`src/cfr_pkg.sv`:
```
package cfr_pkg;

    // Fixed formats: Q1.15 samples and coefficients, Q2.30 products
    localparam int SMP_W  = 16;
    localparam int PROD_W = 2 * SMP_W;
    localparam int FRAC   = 15;
    localparam int NCOEF  = 8;
    localparam int CIDX_W = 3;

    typedef logic signed [SMP_W-1:0]  t_sample;
    typedef logic signed [PROD_W-1:0] t_prod;

    typedef struct packed {
        logic signed [SMP_W-1:0] sample_in;
        logic                    block_end;
    } t_in_item;

    typedef struct packed {
        logic signed [SMP_W-1:0] sample_out;
        logic                    clipped;
        logic                    block_end_out;
    } t_out_item;

    // Tag that travels beside the data through the sum pipeline
    typedef struct packed {
        logic valid;
        logic last;
    } t_tag;

endpackage

```
`src/cfr_cell.sv`:
```
module cfr_cell (
    input  logic           i_clk,
    input  logic           i_rst_n,
    input  logic           i_step,
    input  logic           i_clear,
    input  cfr_pkg::t_sample i_coef,
    input  cfr_pkg::t_sample i_x,
    output cfr_pkg::t_sample o_x,
    output cfr_pkg::t_prod   o_prod
);
    import cfr_pkg::*;

    t_sample r_x;
    t_prod   r_prod;

    // Window sample: takes the neighbor's sample on a step, zeroed on the block's last flush step
    always_ff @(posedge i_clk) begin
        if (!i_rst_n) begin
            r_x <= '0;
        end else if (i_step) begin
            r_x <= i_clear ? '0 : i_x;
        end
    end

    // Tap product on the shifted window
    always_ff @(posedge i_clk) begin
        if (i_step) begin
            r_prod <= PROD_W'(i_coef) * PROD_W'(i_x);
        end
    end

    assign o_x    = r_x;
    assign o_prod = r_prod;

endmodule

```
`config.mk`:
```
export PLATFORM = sky130hd
export DESIGN_NAME = cfr_cell
export DESIGN_NICKNAME = d
export VERILOG_FILES = /design/src/cfr_pkg.sv /design/src/cfr_cell.sv
export SDC_FILE = /design/constraint.sdc
export NUM_CORES = 1
export LEC_CHECK = 0
export BUFFER_PORTS_ARGS = -buffer_cell sky130_fd_sc_hd__buf_2
export CAP_MARGIN = 20
export CORE_UTILIZATION = 64
export CTS_CLUSTER_DIAMETER = 80
export DETAILED_ROUTE_END_ITERATION = 10
export PLACE_DENSITY = 0.84
export SLEW_MARGIN = 30
export SYNTH_ARGS = -nofsm -noshare
export SYNTH_HDL_FRONTEND = slang
export SYNTH_SLANG_ARGS = --single-unit
export TNS_END_PERCENT = 5
```
`constraint.sdc`:
```
create_clock -name i_clk -period 6.9 [get_ports i_clk]
set_input_delay 0.345 -clock i_clk [delete_from_list [all_inputs] [get_ports i_clk]]
set_output_delay 0.345 -clock i_clk [all_outputs]
set_load 0.05 [all_outputs]
```
Yosys cells after proc, flatten, opt, wreduce, memory -nomap -nowiden
Index checks and enable logic that the tools add are counted.
{ "op_classes": {"multipliers": 1, "muxes": 1} }
{ "ops": {"columns": ["cell", "n"], "rows": [
  ["16-bit by 16-bit multiplier with 32-bit output", 1],
  ["16-bit two-way mux", 1]
]} }
{ "totals": {"out_inout_bits": 48, "ff_bits": 48, "inputBits": 36} }

Depth between registers and ports, before layout
Gate-level depths: netlist (run 1).
{ "logic_depth": {"ltp_word": 1, "ltp_mapped": 23, "ltp_nobuf": 20} }

Worst setup path before layout (run 1)
OpenSTA, ideal clock, no wires.
{ "synth_timing": {"path_kind": "input-to-reg", "from": "input port i_x[7]", "to": "register r_prod[28], in the netlist o_prod[28], data pin", "path_buffers": 3, "stages": 23, "arrival_ns": 5.710, "path_slack_ns": 0.932, "cell_sequence": "clkbuf_1 > clkbuf_1 > nand2_1 > fa_1 > inv_1 > fa_1 > inv_1 > fa_1 > inv_1 > fa_1 > fa_1 > inv_1 > fa_1 > inv_1 > ha_1 > clkbuf_1 > nand3_1 > nor2_1 > o2111ai_1 > a2111oi_1 > o21ai_1 > a21oi_1 > xnor2_1"} }
{ "synth_between": {"elab_chain_len": 1} }
{ "synth_rtl": {"columns": ["item", "line", "rtl"], "rows": [
  ["start: declaration", "cfr_cell.sv:7", "input cfr_pkg::t_sample i_x,"],
  ["16-bit by 16-bit multiplier with 32-bit output", "cfr_cell.sv:28", "r_prod <= PROD_W'(i_coef) * PROD_W'(i_x);"],
  ["end signal: assignment", "cfr_cell.sv:28", null],
  ["end: declaration", "cfr_cell.sv:14", "t_prod r_prod;"]
]} }
Every way passes these cells.
A chain may end at the register's enable or synchronous reset.

Worst setup path in the final report (run 1)
{ "layout_timing": {"from": "input port i_coef[15]", "to": "register r_prod[31], in the netlist o_prod[31], data pin"} }
{ "layout_between": {"elab_chain_len": 1} }
{ "layout_rtl": {"columns": ["item", "line", "rtl"], "rows": [
  ["start: declaration", "cfr_cell.sv:6", "input cfr_pkg::t_sample i_coef,"],
  ["16-bit by 16-bit multiplier with 32-bit output", "cfr_cell.sv:28", null]
]} }
Every way passes these cells.

==> results of run 1 <==
==> sequential cells by signal (all words and copies together) (netlist names) <==
register / flops
o_prod: 32
o_x: 16
==> placed cells by master, fill, tap and decap left out, drive strengths merged, types with 3 or more instances in the layout <==
cell,count
inv,304
nand2b,4
a21o,12
edfxtp,32
a211oi,4
and2,139
fa,262
a21oi,21
nand4,4
nor2b,3
clkbuf,5
buf,85
o21bai,3
ha,82
xor2,9
o21ai,14
xnor2,25
nor2,32
o21a,5
nor3,3
nand3,9
o22ai,18
dfxtp,16
nand2,147
==> how the worst max path moves through the flow <==
stage | end | cells past startpoint | slack [ns] | from
2_1_floorplan | o_prod[28] | 23 | 0.93 | i_x[7]
3_3_place_gp | o_prod[31] | 19 | 0.48 | i_x[1]
3_5_place_dp | o_prod[31] | 19 | 0.40 | i_x[1]
4_1_cts | o_prod[31] | 19 | 0.71 | i_x[1]
5_1_grt | o_prod[31] | 19 | 0.36 | i_x[1]
6_report | o_prod[31] | 19 | 0.66 | i_coef[15]
==> logic make-up after synthesis <==
kind of cell / count (synthesis) / share of synthesized area, %
buffers and inverters: 349 / 11.4
and+or+nand+nor: 345 / 14.7
AOI/OAI and AO/OA: 95 / 5.75
xor gates and xnor gates: 34 / 2.58
muxes: 2 / 0.173
DFF: 48 / 11.1
adders and majority gates: 344 / 54.3
==> per-layer routing <==
metal / vias up / GRT usage (%)
met5: - / 0
met2: 324 / 56.0
li1: 3693 / -
met1: 4292 / 36.8
met4: 0 / 16.2
met3: 91 / 3.65
==> through the flow <==
step | instances | setup slack (ns) | hold WS [ns] | utilization [%] | cell area, µm²
6_report | 1490 | 0.658 | 0.410 | 70.1 | 12300
3_3_place_gp | 1482 | 0.483 | 0.583 | 69.2 | 12100
5_1_grt | 1490 | 0.365 | 0.420 | 70.1 | 12300
4_1_cts | 1490 | 0.712 | 0.417 | 70.1 | 12300
3_5_place_dp | 1482 | 0.402 | 0.592 | 69.2 | 12100
2_1_floorplan | 1217 | 0.932 | 0.457 | - | 11500
==> layout make-up <==
type / count / area [µm²] / share of cell area, %
clock inverter: 3 / 37.5 / 0.306
timing repair buffer: 85 / 430 / 3.51
sequential: 48 / 1280 / 10.5
inverter: 304 / 1140 / 9.31
clock buffer: 5 / 125 / 1.02
tap: 225 / 282 / 2.30
multi-input combinational: 820 / 8950 / 73.1
==> flow_metrics.env, run 1 <==
export IMPL_outcome="finished clean"
export IMPL_ctsResizeCount=0
export IMPL_clk_pin_slew_ns=0.07
export IMPL_fin_worst_skew_ns=0
export IMPL_crit_buf_inv=4
export IMPL_grt_pass1_wl_um=43900
export IMPL_ff2ff_path_depth=3
export IMPL_yosys_area_top_type="fa_1"
export IMPL_dr_pass1_iters=5
export IMPL_place_congestion=0.903
export IMPL_final_fill_count=1319
export IMPL_synth_most_common_cell="inv_1"
export IMPL_min_from="i_rst_n"
export IMPL_grt_max_degree=41
export IMPL_slew_violations=0
export IMPL_dieArea_um2=18600
export IMPL_worstPathCellList="buf_2, nand2_1, inv_1, fa_1, fa_1, fa_1, fa_1, fa_1, inv_1, fa_1, inv_1, ha_1, nand2_1, a211oi_1, nand4_1, o21ai_2, o21ai_1, or4_1, nand3_1"
export IMPL_fmax_mhz=160
export IMPL_root_buffer="clkbuf_16"
export IMPL_relSlewSlack_pct=35.4
export IMPL_async_flop_share_pct=0
export IMPL_cpPeakStageDelay_ns=0.84
export IMPL_ios=84
export IMPL_hold_viol_final=0
export IMPL_rrSetupSlack_ns=6.19
export IMPL_fin_crit_ns=6.24
export IMPL_cts_num_sinks=48
export IMPL_cts_made_buffers=5
export IMPL_syn_area_per_cell_um2=9.49
export IMPL_grt_pass1_vias=9244
export IMPL_clk_latency_ns=0.30
export IMPL_via_per_inst=5.64
export IMPL_synth_top_cell_area_share_pct=45.4
export IMPL_start_util_pct=66.1
export IMPL_wl_met3_um=1500
export IMPL_netlist_instances=1217
export IMPL_maxCapViolCount=0
export IMPL_wl_met1_um=9480
export IMPL_yosysSeqAreaShare_pct=11.1
export IMPL_track_usage_pct=31.3
export IMPL_holdPathStages=2
export IMPL_die_x_um=136
export IMPL_antenna_left=0
export IMPL_fin_nets=1644
export IMPL_finalSetupTns_ns=0
export IMPL_min_to="o_x[6]"
export IMPL_highest_layer="met4"
export IMPL_cp_top_family="adder cells"
export IMPL_worst_setup_path_end_kind="flip-flop"
export IMPL_hpwlAfterDp_um=21700
export IMPL_drive_above_1_share_pct=7.75
export IMPL_grt_antenna_before_repair=0
export IMPL_startpoint_type="input pin"
export IMPL_crit_required_ns=7.08
export IMPL_crit_type="in -> reg"
export IMPL_rsz0062_at_grt="no"
export IMPL_core_area_um2=17500
export IMPL_cts_max_level=2
export IMPL_path_common_cell="fa_1"
export IMPL_synth_edf_count=32
export IMPL_n_antenna_cell=0
export IMPL_synth_ff_type="edfxtp_1"
export IMPL_dr_first_iter_drc_count=587
export IMPL_setup_viol=0
export IMPL_syn_nets=1597
export IMPL_drcViolationCount=0
export IMPL_r2r_end="o_x[6]"
export IMPL_ys_warn_count=0
export IMPL_cp_max_fo=16
export IMPL_synthTopCellsByCount="304 x inv_1, 262 x fa_1, 147 x nand2_1"
export IMPL_cts_hold_buffers=0
export IMPL_cts_tree="yes"
export IMPL_syn_to_final_growth_pct=6.09
export IMPL_hp_class="in -> reg"
export IMPL_cp_slowest_cell="fa_1"
export IMPL_via_count=8400
export IMPL_drt_total_wl_um=26400
export IMPL_grt_overflow=0
export IMPL_yosys_cell_types_count=51
export IMPL_syn_area_um2=11500
export IMPL_die_h_um=136
export IMPL_worst_slew_pin_slew_ns=0.967
export IMPL_rows=48
export IMPL_cts_buffer_depth=2
export IMPL_port_buffers=83
export IMPL_worstReg2RegStart="o_x[6]"
export IMPL_fin_crit_sh_pct=90.5
export IMPL_wl_per_cell_um=17.8
export IMPL_arrival_ns=6.42
export IMPL_synth_area_leaders="fa_1 45%, inv_1 9.9%, ha_1 8.9%"
export IMPL_wl_met2_um=14200
export IMPL_post_cts_setup_buffers=0
export IMPL_ys_ff_latch=48
Power of run 1 is left out: the tool's default activity adds up to more than one toggle a clock period on the data nets, which glitch-free logic cannot reach.
==> run 2, diff against run 1 <==
Settings changed: ABC_AREA set to 1.
==> flow_metrics.env, run 2 <==
export IMPL_via_per_inst=5.39
export IMPL_synth_most_common_cell="inv_1"
export IMPL_cts_made_buffers=5
export IMPL_grt_pass1_vias=10800
export IMPL_hpwlAfterDp_um=25000
export IMPL_drive_above_1_share_pct=6.73
export IMPL_finalSetupTns_ns=0
export IMPL_antenna_left=0
export IMPL_ys_warn_count=0
export IMPL_setup_viol=0
export IMPL_synthTopCellsByCount="477 x inv_1, 422 x nand2_1, 262 x fa_1"
export IMPL_fin_util_pct=69.0
export IMPL_fin_nets=1970
export IMPL_drt_total_wl_um=30200
export IMPL_worstPathCellList="buf_2, nand2_1, inv_1, fa_1, fa_1, fa_1, fa_1, fa_1, inv_1, fa_1, inv_1, ha_1, nand2_1, nor2_1, inv_1, nor3_1, nand2_1, inv_1, nor2_1, nand2_1, nand2_1"
export IMPL_fin_worst_skew_ns=0
export IMPL_track_usage_pct=33.8
export IMPL_path_common_cell="fa_1"
export IMPL_syn_to_final_growth_pct=5.26
export IMPL_cp_slowest_cell="fa_1"
export IMPL_die_x_um=141
export IMPL_rrSetupSlack_ns=6.17
export IMPL_cts_num_sinks=48
export IMPL_cts_buffer_depth=2
export IMPL_grt_max_degree=65
export IMPL_synth_area_leaders="fa_1 43%, inv_1 15%, nand2_1 13%"
export IMPL_slew_violations=0
export IMPL_cts_tree="yes"
export IMPL_die_h_um=141
export IMPL_cts_max_level=2
export IMPL_syn_nets=1943
export IMPL_syn_area_per_cell_um2=7.87
export IMPL_synth_edf_count=32
export IMPL_post_cts_setup_buffers=0
export IMPL_place_congestion=0.967
export IMPL_mostFrequentLayoutCells="477 x inv_1, 422 x nand2_1, 262 x fa_1, 83 x buf_2, 82 x ha_1"
export IMPL_largest_reg_flops=32
export IMPL_maxCapViolCount=0
export IMPL_dr_first_iter_drc_count=847
export IMPL_drcViolationCount=0
export IMPL_worst_setup_path_end_kind="flip-flop"
export IMPL_cp_max_fo=17
export IMPL_worst_slew_pin_slew_ns=0.731
export IMPL_arrival_ns=5.85
export IMPL_ctsResizeCount=0
export IMPL_syn_area_um2=12300
export IMPL_synth_top_cell_area_share_pct=42.6
export IMPL_fmax_mhz=173
export IMPL_wl_per_cell_um=16.5
export IMPL_hp_class="in -> reg"
export IMPL_rsz0062_at_grt="no"
export IMPL_grt_pass1_wl_um=51700
export IMPL_cpPeakStageDelay_ns=0.88
export IMPL_ios=84
export IMPL_whs_ns=0.307
export IMPL_ff2ff_path_depth=2
export IMPL_clk_latency_ns=0.30
export IMPL_n_antenna_cell=0
export IMPL_crit_type="in -> reg"
export IMPL_start_util_pct=65.6
export IMPL_core_area_um2=18800
export IMPL_root_buffer="clkbuf_16"
export IMPL_port_buffers=83
export IMPL_clk_pin_slew_ns=0.09
export IMPL_grt_antenna_before_repair=0
export IMPL_netlist_instances=1563
export IMPL_via_count=9844
export IMPL_holdPathStages=3
export IMPL_r2r_end="o_x[9]"
export IMPL_yosys_area_top_type="fa_1"
export IMPL_layout_commonest_cell="inv_1"
export IMPL_fin_crit_sh_pct=83.6
export IMPL_rows=50
export IMPL_hold_viol_final=0
export IMPL_dieArea_um2=19800
export IMPL_crit_required_ns=6.98
export IMPL_dr_pass1_iters=7
export IMPL_yosysSeqAreaShare_pct=10.4
export IMPL_outcome="finished clean"
export IMPL_cts_hold_buffers=0
export IMPL_async_flop_share_pct=0
export IMPL_synth_ff_type="edfxtp_1"
export IMPL_yosys_cell_types_count=28
export IMPL_crit_start="i_x[1]"
export IMPL_worstReg2RegStart="o_x[9]"
export IMPL_grt_overflow=0
export IMPL_relSlewSlack_pct=51.3
export IMPL_ys_ff_latch=48
export IMPL_critPathCapture="o_prod[31]"
export IMPL_fin_crit_ns=5.77
export IMPL_startpoint_type="input pin"
run 2: area by class of cell:
class,count,area [µm²]
multi-input combinational,973,8990
fill,1562,5820
inverter,478,1790
sequential,48,1280
timing repair buffer,84,423
tap,234,293
clock buffer,5,125
clock inverter,3,46.3
run 2: worst min-delay path by stage:
stage               slack [ns]        end    start
floorplan                 0.46  o_prod[0]   i_step
global placement          0.50     o_x[1]   o_x[1]
detailed placement        0.51     o_x[4]   o_x[4]
CTS                       0.31    o_x[15]  i_x[15]
global route              0.32    o_x[15]  i_x[15]
finish                    0.31    o_x[15]  i_x[15]
run 2: logic make-up (layout without fill, tap and decap cells):
family,after synthesis,count (layout),share of synthesized area (%)
buf+inv,542,570,16.5
simple gates,536,536,17.5
fa+ha+maj,344,344,51.0
compound gates,72,72,3.05
flops,48,48,10.4
xor+xnor,21,21,1.49
run 2: per-stage QoR:
stage / instance area, µm² / std cells / setup slack [ns]
after floorplan: 12300 / 1563 / 1.27
after global placement: 12800 / 1817 / 1.00
after detailed placement: 12800 / 1817 / 0.809
after CTS: 13000 / 1825 / 1.14
after global routing: 13000 / 1825 / 0.830
final: 13000 / 1825 / 1.13
run 2: critical path: cells and delay by family:
| kind | cells | cell delay (ns) |
|---|---|---|
| adders and majority gates | 7 | 3.81 |
| and+or+nand+nor | 8 | 0.93 |
| buffers and inverters | 6 | 0.75 |
run 2: routing by layer:
metal,global-route usage (%),vias up,wire (µm),part of all wire [%]
met5,0,-,0,0
met1,42.4,4804,11300,37
met2,59.8,476,15400,51
met3,4.59,96,2380,7.9
li1,-,4468,-,-
met4,13.0,0,1070,3.5
Power of run 2 is left out for the same reason.
