==> src/cfr_pkg.sv <==
package cfr_pkg;

    // Fixed formats: Q1.15 samples and coefficients, Q2.30 products
    localparam int SMP_W  = 16;
    localparam int PROD_W = 2 * SMP_W;
    localparam int FRAC   = 15;
    localparam int NCOEF  = 8;
    localparam int CIDX_W = 3;

    typedef logic signed [SMP_W-1:0]  t_sample;
    typedef logic signed [PROD_W-1:0] t_prod;

    typedef struct packed {
        logic signed [SMP_W-1:0] sample_in;
        logic                    block_end;
    } t_in_item;

    typedef struct packed {
        logic signed [SMP_W-1:0] sample_out;
        logic                    clipped;
        logic                    block_end_out;
    } t_out_item;

    // Tag that travels beside the data through the sum pipeline
    typedef struct packed {
        logic valid;
        logic last;
    } t_tag;

endpackage

==> src/cfr_sum.sv <==
module cfr_sum #(
    parameter int TAPS = 8
) (
    input  logic               i_clk,
    input  logic               i_rst_n,
    input  cfr_pkg::t_prod     i_prod [TAPS],
    input  cfr_pkg::t_tag      i_tag,
    output logic               o_take,
    output logic               o_valid,
    input  logic               i_ready,
    output cfr_pkg::t_out_item o_item
);
    import cfr_pkg::*;

    localparam int NGRP  = (TAPS + 3) / 4;
    localparam int SUM_W = PROD_W + $clog2(TAPS) + 1;
    localparam logic signed [SUM_W-1:0] Q_MAX = SUM_W'(32767);
    localparam logic signed [SUM_W-1:0] Q_MIN = SUM_W'(-32768);
    localparam logic signed [SUM_W-1:0] RND   = SUM_W'(1 << (FRAC - 1));

    logic signed [SUM_W-1:0] r_grp [NGRP];
    logic signed [SUM_W-1:0] n_grp [NGRP];
    t_tag                    r_t2;
    t_tag                    r_t3;
    t_out_item               r_out;
    t_out_item               n_out;
    logic                    w_free3;
    logic                    w_free2;
    logic signed [SUM_W-1:0] w_acc;
    logic signed [SUM_W-1:0] w_q;

    // Stage moves when empty or when the one after it moves
    assign w_free3 = !r_t3.valid || i_ready;
    assign w_free2 = !r_t2.valid || w_free3;
    assign o_take  = w_free2;

    // Group sums of up to four products
    always_comb begin
        for (int g = 0; g < NGRP; g++) begin
            n_grp[g] = '0;
            for (int j = 0; j < 4; j++) begin
                if (g * 4 + j < TAPS) begin
                    n_grp[g] = n_grp[g] + SUM_W'(i_prod[g * 4 + j]);
                end
            end
        end
    end

    always_ff @(posedge i_clk) begin
        if (!i_rst_n) begin
            r_t2 <= '0;
        end else if (w_free2) begin
            r_t2 <= i_tag;
        end
    end

    always_ff @(posedge i_clk) begin
        if (w_free2) begin
            r_grp <= n_grp;
        end
    end

    // Final add, round half up, drop 15 fraction bits, saturate
    always_comb begin
        w_acc = RND;
        for (int g = 0; g < NGRP; g++) begin
            w_acc = w_acc + r_grp[g];
        end
        w_q = w_acc >>> FRAC;
        n_out.block_end_out = r_t2.last;
        if (w_q > Q_MAX) begin
            n_out.sample_out = t_sample'(Q_MAX);
            n_out.clipped    = 1'b1;
        end else if (w_q < Q_MIN) begin
            n_out.sample_out = t_sample'(Q_MIN);
            n_out.clipped    = 1'b1;
        end else begin
            n_out.sample_out = t_sample'(w_q);
            n_out.clipped    = 1'b0;
        end
    end

    always_ff @(posedge i_clk) begin
        if (!i_rst_n) begin
            r_t3 <= '0;
        end else if (w_free3) begin
            r_t3 <= r_t2;
        end
    end

    always_ff @(posedge i_clk) begin
        if (w_free3) begin
            r_out <= n_out;
        end
    end

    assign o_valid = r_t3.valid;
    assign o_item  = r_out;

endmodule

==> config.mk <==
export PLATFORM = sky130hd
export DESIGN_NAME = cfr_sum
export DESIGN_NICKNAME = d
export VERILOG_FILES = /design/src/cfr_pkg.sv /design/src/cfr_sum.sv
export SDC_FILE = /design/constraint.sdc
export NUM_CORES = 1
export LEC_CHECK = 0
export BUFFER_PORTS_ARGS = -buffer_cell sky130_fd_sc_hd__buf_2
export CAP_MARGIN = 20
export CORE_MARGIN = 2
export CORE_UTILIZATION = 51
export CTS_CLUSTER_DIAMETER = 150
export DETAILED_ROUTE_END_ITERATION = 8
export GPL_ROUTABILITY_DRIVEN = 0
export GPL_TIMING_DRIVEN = 0
export PLACE_DENSITY = 0.8
export SYNTH_ARGS = -nofsm -noshare
export SYNTH_HDL_FRONTEND = slang
export SYNTH_SLANG_ARGS = --single-unit
==> constraint.sdc <==
create_clock -name i_clk -period 10.4 [get_ports i_clk]
set_input_delay 1.56 -clock i_clk [delete_from_list [all_inputs] [get_ports i_clk]]
set_output_delay 1.56 -clock i_clk [all_outputs]
set_load 0.03 [all_outputs]
# --- Word-level counts from Yosys, hierarchy flattened ---
# Cells that the tools add are included.
word_totals:
  wordCells: 23
  in_bits: 261
  ff_bits: 93
  output_inout_bits: 20
classes:
  n_reduce_logical: 4
  add_sub_neg: 8
  order_cmp: 2
  mux: 1
ops:
  columns: ["operator", "count"]
  rows:
  - ["adder 34 x 32 -> 35 bit", 2]
  - ["adder 33 x 32 -> 34 bit", 2]
  - ["adder 32 x 32 -> 33 bit", 2]
  - ["adder 16 x 36 -> 36 bit, first input constant", 1]
  - ["adder 36 bit", 1]
  - ["greater-than comparator 21 x 16 -> 1 bit, second input constant", 1]
  - ["less-than comparator 21 x 16 -> 1 bit, second input constant", 1]
  - ["2-to-1 mux 17 bit", 1]
  - ["logical NOT 1 bit", 2]
  - ["logical OR 1 bit", 2]

# --- Longest topological paths before layout ---
# Gate-level depths: netlist of the first run.
logic_depth:
  word_depth: 4
  mapped_depth: 17

# --- Worst setup path after synthesis of the first run ---
# No wires, ideal clock.
synth_timing:
  kind: "input port to flip-flop"
  start: "input i_prod[1] (netlist bit)"
  end: "register r_grp[33] (netlist bit) (data pin)"
  setup_slack_ps: 4976
  cell_stages: 17
  setup_ps: 260
  path_buffers: 0
  arrival_ps: 5164
  t_required_ps: 10140
  cell_sequence: "inv_1 fa_1 fa_1 inv_1 ha_1 inv_1 fa_1 nor2b_1 o31a_1 o2111a_1 o2111ai_1 a31oi_1 a221oi_1 o21ai_1 o31ai_1 mux2i_1 nand2_1"
synth_lines:
  columns: ["element", "line", "rtl"]
  rows:
  - ["start: declaration", "cfr_sum.sv:6", "input cfr_pkg::t_prod i_prod [TAPS],"]
  - ["end signal: assignment", "cfr_sum.sv:59", "r_grp <= n_grp;"]
  - ["end: declaration", "cfr_sum.sv:21", "logic signed [SUM_W-1:0] r_grp [NGRP];"]

==> summary.txt, run 1 <==
Timing
  • Setup TNS: 0 ns
  • Crit share post-route: 0.554
  • Hold Violations, Final: 0
  • Max Clk Rate: 0.174 GHz
  • Pins over their slew limit: 0
  • Final setup vio count: 0
  • Worst relative slew slack: 0.358
  • Worst Clk Skew: 0.00663 ns
  • Unrepaired setup endpoints after global routing: false
  • Tmin final: 5.76 ns
  • PnR worst setup slack: 4.64 ns
  • Worst slew pin tran: 0.963 ns

Floorplanning
  • DIE AREA: 21600 µm²
  • Core Rows: 52
  • Core footprint: 20200 µm²
  • Die X: 147 µm
  • Die height: 147 µm
  • I/O pin count: 281
  • Starting Density: 0.517

Yosys
  • Number of synthesized flops with an enable pin: 88
  • FFs w/ async S/R, synth: 0
  • Syn_nets: 1452
  • Syn. warnings: 0
  • Synth unique cells: 58
  • Largest area contributor in the netlist: edfxtp_1
  • Count leader, synth: ha_1
  • Synth top area cells: edfxtp_1 (25%), fa_1 (25%), ha_1 (16%)
  • FF+latch count, synth: 91
  • Post-Syn Area: 10400 µm²
  • Seq/Total Area, Yosys: 0.259
  • Post-synth top area share: 0.253
  • Primary FF master, synth: edfxtp_1
  • Syn_area_per_cell: 11.3 µm²
  • Top post-synthesis cells by count: ha_1 (135), fa_1 (130), edfxtp_1 (88)
  • Synth Instances: 926

Global route
  • Vias in the first global route: 8101
  • GR Util All Layers: 0.201
  • Initial antenna violation count: 0
  • First-pass GRT wire length: 35600 µm
  • Total congestion overflow: 0
  • Largest net degree at the start of global routing: 73

Drt
  • Drt total wl: 21400 µm
  • DR vias: 7984
  • Drt initial violations: 374
  • Router iterations before antenna repair: 5
  • DR vias/cell: 5.35
  • Post-route DRC: 0
  • Detail Route Antenna Nets: 0
  • Routed WL per cell: 14.3 µm

CTS
  • CTS tree: done
  • Maximum root-to-sink buffer count: 2
  • Setup Buffers After CTS: 0
  • CTS clock-pin slew for the worst setup and hold paths: 0.07 ns
  • Clk sinks: 91
  • H-tree levels: 3
  • CTS Buf Count: 9
  • Hold Buf Count CTS: 0
  • Worst skew pair latency: 0.34 ns
  • CTS resizes: 0
  • CTS root buf: clkbuf_16

Finish
  • Fillers: 1611
  • Layout area overhead: 20.2%
  • # diodes: 0
  • Post-route cell area: 12500 µm²
  • Share of cells above drive strength 1: 0.259
  • Nets: 1743

Worst hold path
  • Worst hold start: n_out[0]$_SDFFE_PN0P_
  • Min-Delay Path Class: flip-flop to flip-flop
  • Hold EP: o_item[0]$_DFFE_PP_
  • Worst Hold Depth: 0

Setup path
  • CP Data Required Time: 10.50 ns
  • CP Capture Type: flip-flop
  • Worst Path Max Fanout: 4
  • Worst r2r dst: o_item[12]$_SDFFCE_PN1P_
  • Worst R2R Setup Slack: 6.44 ns
  • Critical Path Start Type: input pin
  • R2R Path Start: r_grp[52]$_DFFE_PP_
  • Arrival @ worst endpoint: 5.85 ns
  • Crit path launch: i_prod[1]
  • Kind of critical path: input pin to flip-flop
  • R2R depth: 12

Power
  • Cell area power density: 304 nW/µm²
  • VDD IR max: 0.160 mV
  • Leakage Power: 0.00585 µW

Place
  • Placed instance area: 12200 µm²
  • Final HPWL DP: 18300 µm
  • IO Port Bufs: 280
  • Place WS: 4.31 ns

Job
  • Max Cap Viol: 0

Status
  • Status: complete, no violations
==> per-stage QoR <==
step,hold WS (ns),cells,power [µW],utilization
2_1_floorplan,0.409,926,2790,-
3_3_place_gp,0.419,1476,3320,0.603
3_5_place_dp,0.434,1476,3410,0.604
4_1_cts,0.450,1492,3840,0.622
5_1_grt,0.474,1492,4170,0.622
6_report,0.453,1492,3820,0.622
==> critical path, cell delays in order <==
cell,delay [ns]
buf_2,0.07
inv_1,0.05
fa_1,0.52
fa_1,0.54
inv_1,0.05
ha_1,0.21
inv_1,0.07
fa_1,0.20
nor2b_1,0.07
o31a_1,0.29
o2111a_1,0.28
o2111ai_1,0.27
a31oi_1,0.24
a221oi_1,0.56
o21ai_1,0.19
o31ai_1,0.38
mux2i_1,0.23
nand2_1,0.06
==> worst max path at each step <==
| stage | end |
|---|---|
| floorplan | r_grp[33]$_DFFE_PP_ |
| global placement | r_grp[33]$_DFFE_PP_ |
| detailed placement | r_grp[33]$_DFFE_PP_ |
| CTS | r_grp[33]$_DFFE_PP_ |
| global route | r_grp[33]$_DFFE_PP_ |
| finish | r_grp[33]$_DFFE_PP_ |
==> cell usage in the layout (no fill, tap or decap), types with 4 or more instances in the layout <==
cell / instances
o21ai_0: 47
a21o_1: 39
a221oi_1: 6
inv_1: 73
nand3_1: 10
nand2b_1: 9
nand4_1: 4
a21oi_1: 67
o21a_1: 19
nor2_1: 45
nor3_1: 10
and3_1: 6
or3_1: 7
a211oi_1: 12
nor2b_1: 16
buf_2: 281
a21boi_0: 6
o21bai_1: 8
xor2_1: 18
nand2_1: 47
xnor2_1: 51
o211ai_1: 4
nor4_1: 6
edfxtp_1: 88
a31o_2: 7
fa_1: 130
clkbuf_16: 9
ha_1: 135
==> cell families after synthesis <==
kind of cell | share of synthesized area
and+or+nand+nor | 0.0807
buffers and inverters | 0.0285
adders and majority gates | 0.411
muxes | 0.00192
AOI/OAI and AO/OA | 0.160
xor gates and xnor gates | 0.0579
DFF | 0.259
==> area by class of cell <==
class	count	area (µm²)	share of cell area
multi-input combinational	758	7440	0.593
clock buffer	11	253	0.0202
sequential	91	2700	0.216
tap	270	338	0.0269
clock inverter	5	108	0.00858
buffer	4	23.8	0.00190
timing repair buffer	280	1400	0.112
inverter	73	274	0.0219
==> registers in the layout (all words and copies together) (netlist names) <==
register	flops
r_t2	1
n_out	1
r_grp	70
o_valid	1
o_item	18
==> power breakdown <==
part,total [µW],switching [µW],internal (µW)
registers,790,75.4,715
logic,2640,1470,1170
clock network,384,135,249
total,3820,1680,2140
==> metal layers <==
| layer | wire (µm) | track usage |
|---|---|---|
| met5 | 0 | 0 |
| met4 | 357 | 0.0433 |
| met3 | 1050 | 0.0301 |
| met2 | 11800 | 0.388 |
| met1 | 8140 | 0.234 |
No activity file was read; power rests on OpenSTA's default activity.
==> run 2: changes to the inputs <==
- CORE_UTILIZATION: 51 -> 50
- PLACE_DENSITY: 0.8 -> 0.82
- clock period: 10.4 -> 4.7 ns (I/O delays scaled with it)
==> summary.txt, run 2 (synthesis results as in run 1) <==
Finish
  • Most common cell after layout, fill and taps aside: buf_2
  • Nets: 1746 (+0.17%)
  • Commonest non-fill, non-tap cells in the layout: buf_2 (281), ha_1 (135), fa_1 (130)
  • Share of cells above drive strength 1: 0.269 (+0.00998)
  • Non-filler instance count after layout: 1495 (+0.20%)
  • Post-route cell area: 12600 µm² (+0.57%)
  • Layout area overhead: 20.9%
  • Largest register FFs: 70 (unchanged)
  • # diodes: 0 (unchanged)
  • Fillers: 1630 (+1.2%)
  • Register bank with the most flops: r_grp

CTS
  • CTS Buf Count: 9 (unchanged)
  • Clk sinks: 91 (unchanged)
  • CTS tree: done
  • Hold Buf Count CTS: 0 (unchanged)
  • CTS clock-pin slew for the worst setup and hold paths: 0.06 ns (about the same)
  • Worst skew pair latency: 0.34 ns (about the same)
  • CTS root buf: clkbuf_16
  • Maximum root-to-sink buffer count: 2 (unchanged)
  • H-tree levels: 3 (unchanged)

Timing
  • Worst Clk Skew: 0.00922 ns (+0.00259 ns)
  • Hold Violations, Final: 0 (unchanged)
  • Final setup vio count: 0 (unchanged)
  • Setup TNS: 0 ns (unchanged)
  • Unrepaired setup endpoints after global routing: false
  • Max Clk Rate: 0.224 GHz
  • Tmin final: 4.46 ns
  • Pins over their slew limit: 0 (unchanged)
  • Crit share post-route: 0.949
  • Worst relative slew slack: 0.356 (-0.00253)
  • PnR worst setup slack: 0.240 ns (-4.40 ns)
  • Worst slew pin tran: 0.966 ns (+0.00379 ns)

Floorplanning
  • Die X: 148 µm (+0.97%)
  • Core footprint: 20400 µm² (+0.97%)
  • Core Rows: 52 (unchanged)
  • Die height: 148 µm (+0.97%)
  • I/O pin count: 281 (unchanged)
  • Starting Density: 0.512 (-0.00496)
  • DIE AREA: 22000 µm² (+1.9%)

Setup path
  • CP Data Required Time: 4.79 ns (-5.71 ns)
  • Arrival @ worst endpoint: 4.55 ns (-1.30 ns)
  • R2R depth: 12 (unchanged)
  • CP Capture Type: flip-flop
  • Kind of critical path: input pin to flip-flop
  • Worst Path Max Fanout: 4 (unchanged)
  • Critical Path Start Type: input pin

Drt
  • Router iterations before antenna repair: 5 (unchanged)
  • DR vias: 8007 (+0.29%)
  • Drt initial violations: 311 (-17%)
  • Detail Route Antenna Nets: 0 (unchanged)
  • DR vias/cell: 5.36 (about the same)
  • Post-route DRC: 0 (unchanged)
  • Drt total wl: 21500 µm (+0.72%)
  • Routed WL per cell: 14.4 µm (+0.52%)

Place
  • Final HPWL DP: 18600 µm (+1.3%)
  • Placed instance area: 12200 µm² (unchanged)
  • Place WS: -0.580 ns (-4.89 ns)
  • IO Port Bufs: 280 (unchanged)
  • Placed insts: 1476 (unchanged)

Global route
  • GR Util All Layers: 0.200 (-0.000950)
  • Vias in the first global route: 8230 (+1.6%)
  • Total congestion overflow: 0 (unchanged)
  • Largest net degree at the start of global routing: 73 (unchanged)
  • First-pass GRT wire length: 35800 µm (+0.74%)
  • Initial antenna violation count: 0 (unchanged)

Power
  • Leakage Power: 0.00586 µW (+0.17%)
  • Cell area power density: 666 nW/µm² (+120%)
  • VDD IR max: 0.411 mV (+160%)

Job
  • Max Cap Viol: 0 (unchanged)

Worst hold path
  • Worst Hold Depth: 0 (unchanged)
  • Min-Delay Path Class: flip-flop to flip-flop

Status
  • Status: complete, no violations
==> run 2: cell types whose count changed in the layout (fill, tap and decap cells not counted), sizes merged <==
| cell | change |
|---|---|
| bufinv | -1 |
| clkbuf | -1 |
| inv | +2 |
| buf | +3 |
==> run 2: final timing paths <==
| path | slack, ns | to | start |
|---|---|---|---|
| worst max-delay path | 0.24 | r_grp[33]$_DFFE_PP_ | i_prod[1] |
| worst min-delay path | 0.44 | o_item[0]$_DFFE_PP_ | n_out[0]$_SDFFE_PN0P_ |
| worst max register to register | 0.72 | o_item[16]$_SDFFCE_PN1P_ | r_grp[42]$_DFFE_PP_ |
| worst min register to register | 0.44 | o_item[0]$_DFFE_PP_ | n_out[0]$_SDFFE_PN0P_ |
==> run 2: power by group <==
| part | switching, µW | leakage, µW | total, µW | internal [µW] |
|---|---|---|---|---|
| clock | 307 | 0.000158 | 780 | 473 |
| combinational | 3220 | 0.00475 | 5850 | 2630 |
| sequential | 178 | 0.000946 | 1760 | 1580 |
==> run 2: layout make-up <==
type | instances | area [µm²] | share of cell area
plain buffers | 4 | 23.8 | 0.00189
clock buffers | 10 | 229 | 0.0182
clock inverters | 6 | 95.1 | 0.00754
inverters | 73 | 274 | 0.0217
multi-input cells | 758 | 7520 | 0.597
flip-flops and latches | 91 | 2700 | 0.214
well taps | 270 | 338 | 0.0268
repair buffers | 283 | 1420 | 0.113
==> run 2: layer usage <==
layer	part of all wire	vias to the layer above	GRT usage
li1	-	3953	-
met1	0.39	3823	0.230
met2	0.54	206	0.385
met3	0.052	25	0.0337
met4	0.018	0	0.0457
met5	0	-	0
==> run 2: critical path, cell delays in order <==
cell and delay (ns):
buf_2 0.07, inv_1 0.04, fa_1 0.49, fa_1 0.52, inv_1 0.04, ha_1 0.20, inv_1 0.07, fa_1 0.20
nor2b_1 0.06, o31a_1 0.29, o2111a_1 0.31, o2111ai_2 0.24, a31oi_2 0.20, a221oi_2 0.38, o21ai_1 0.18, o31ai_2 0.27
mux2i_1 0.21, nand2_1 0.06
==> run 2: per-stage QoR <==
stage / hold WS (ns) / power, µW / util
2_1_floorplan: 0.409 / 6180 / -
3_3_place_gp: 0.421 / 7340 / 0.598
3_5_place_dp: 0.431 / 7520 / 0.598
4_1_cts: 0.446 / 8380 / 0.615
5_1_grt: 0.456 / 9260 / 0.619
6_report: 0.444 / 8390 / 0.619
==> run 2: repair_timing <==
action / 4_1_cts / 5_1_grt
setup buffers: 0 / 3
hold endpoints to repair: 0 / 0
pin swaps: 0 / 2
endpoints found under the setup margin: 7 / 12
resized for setup: 4 / 14
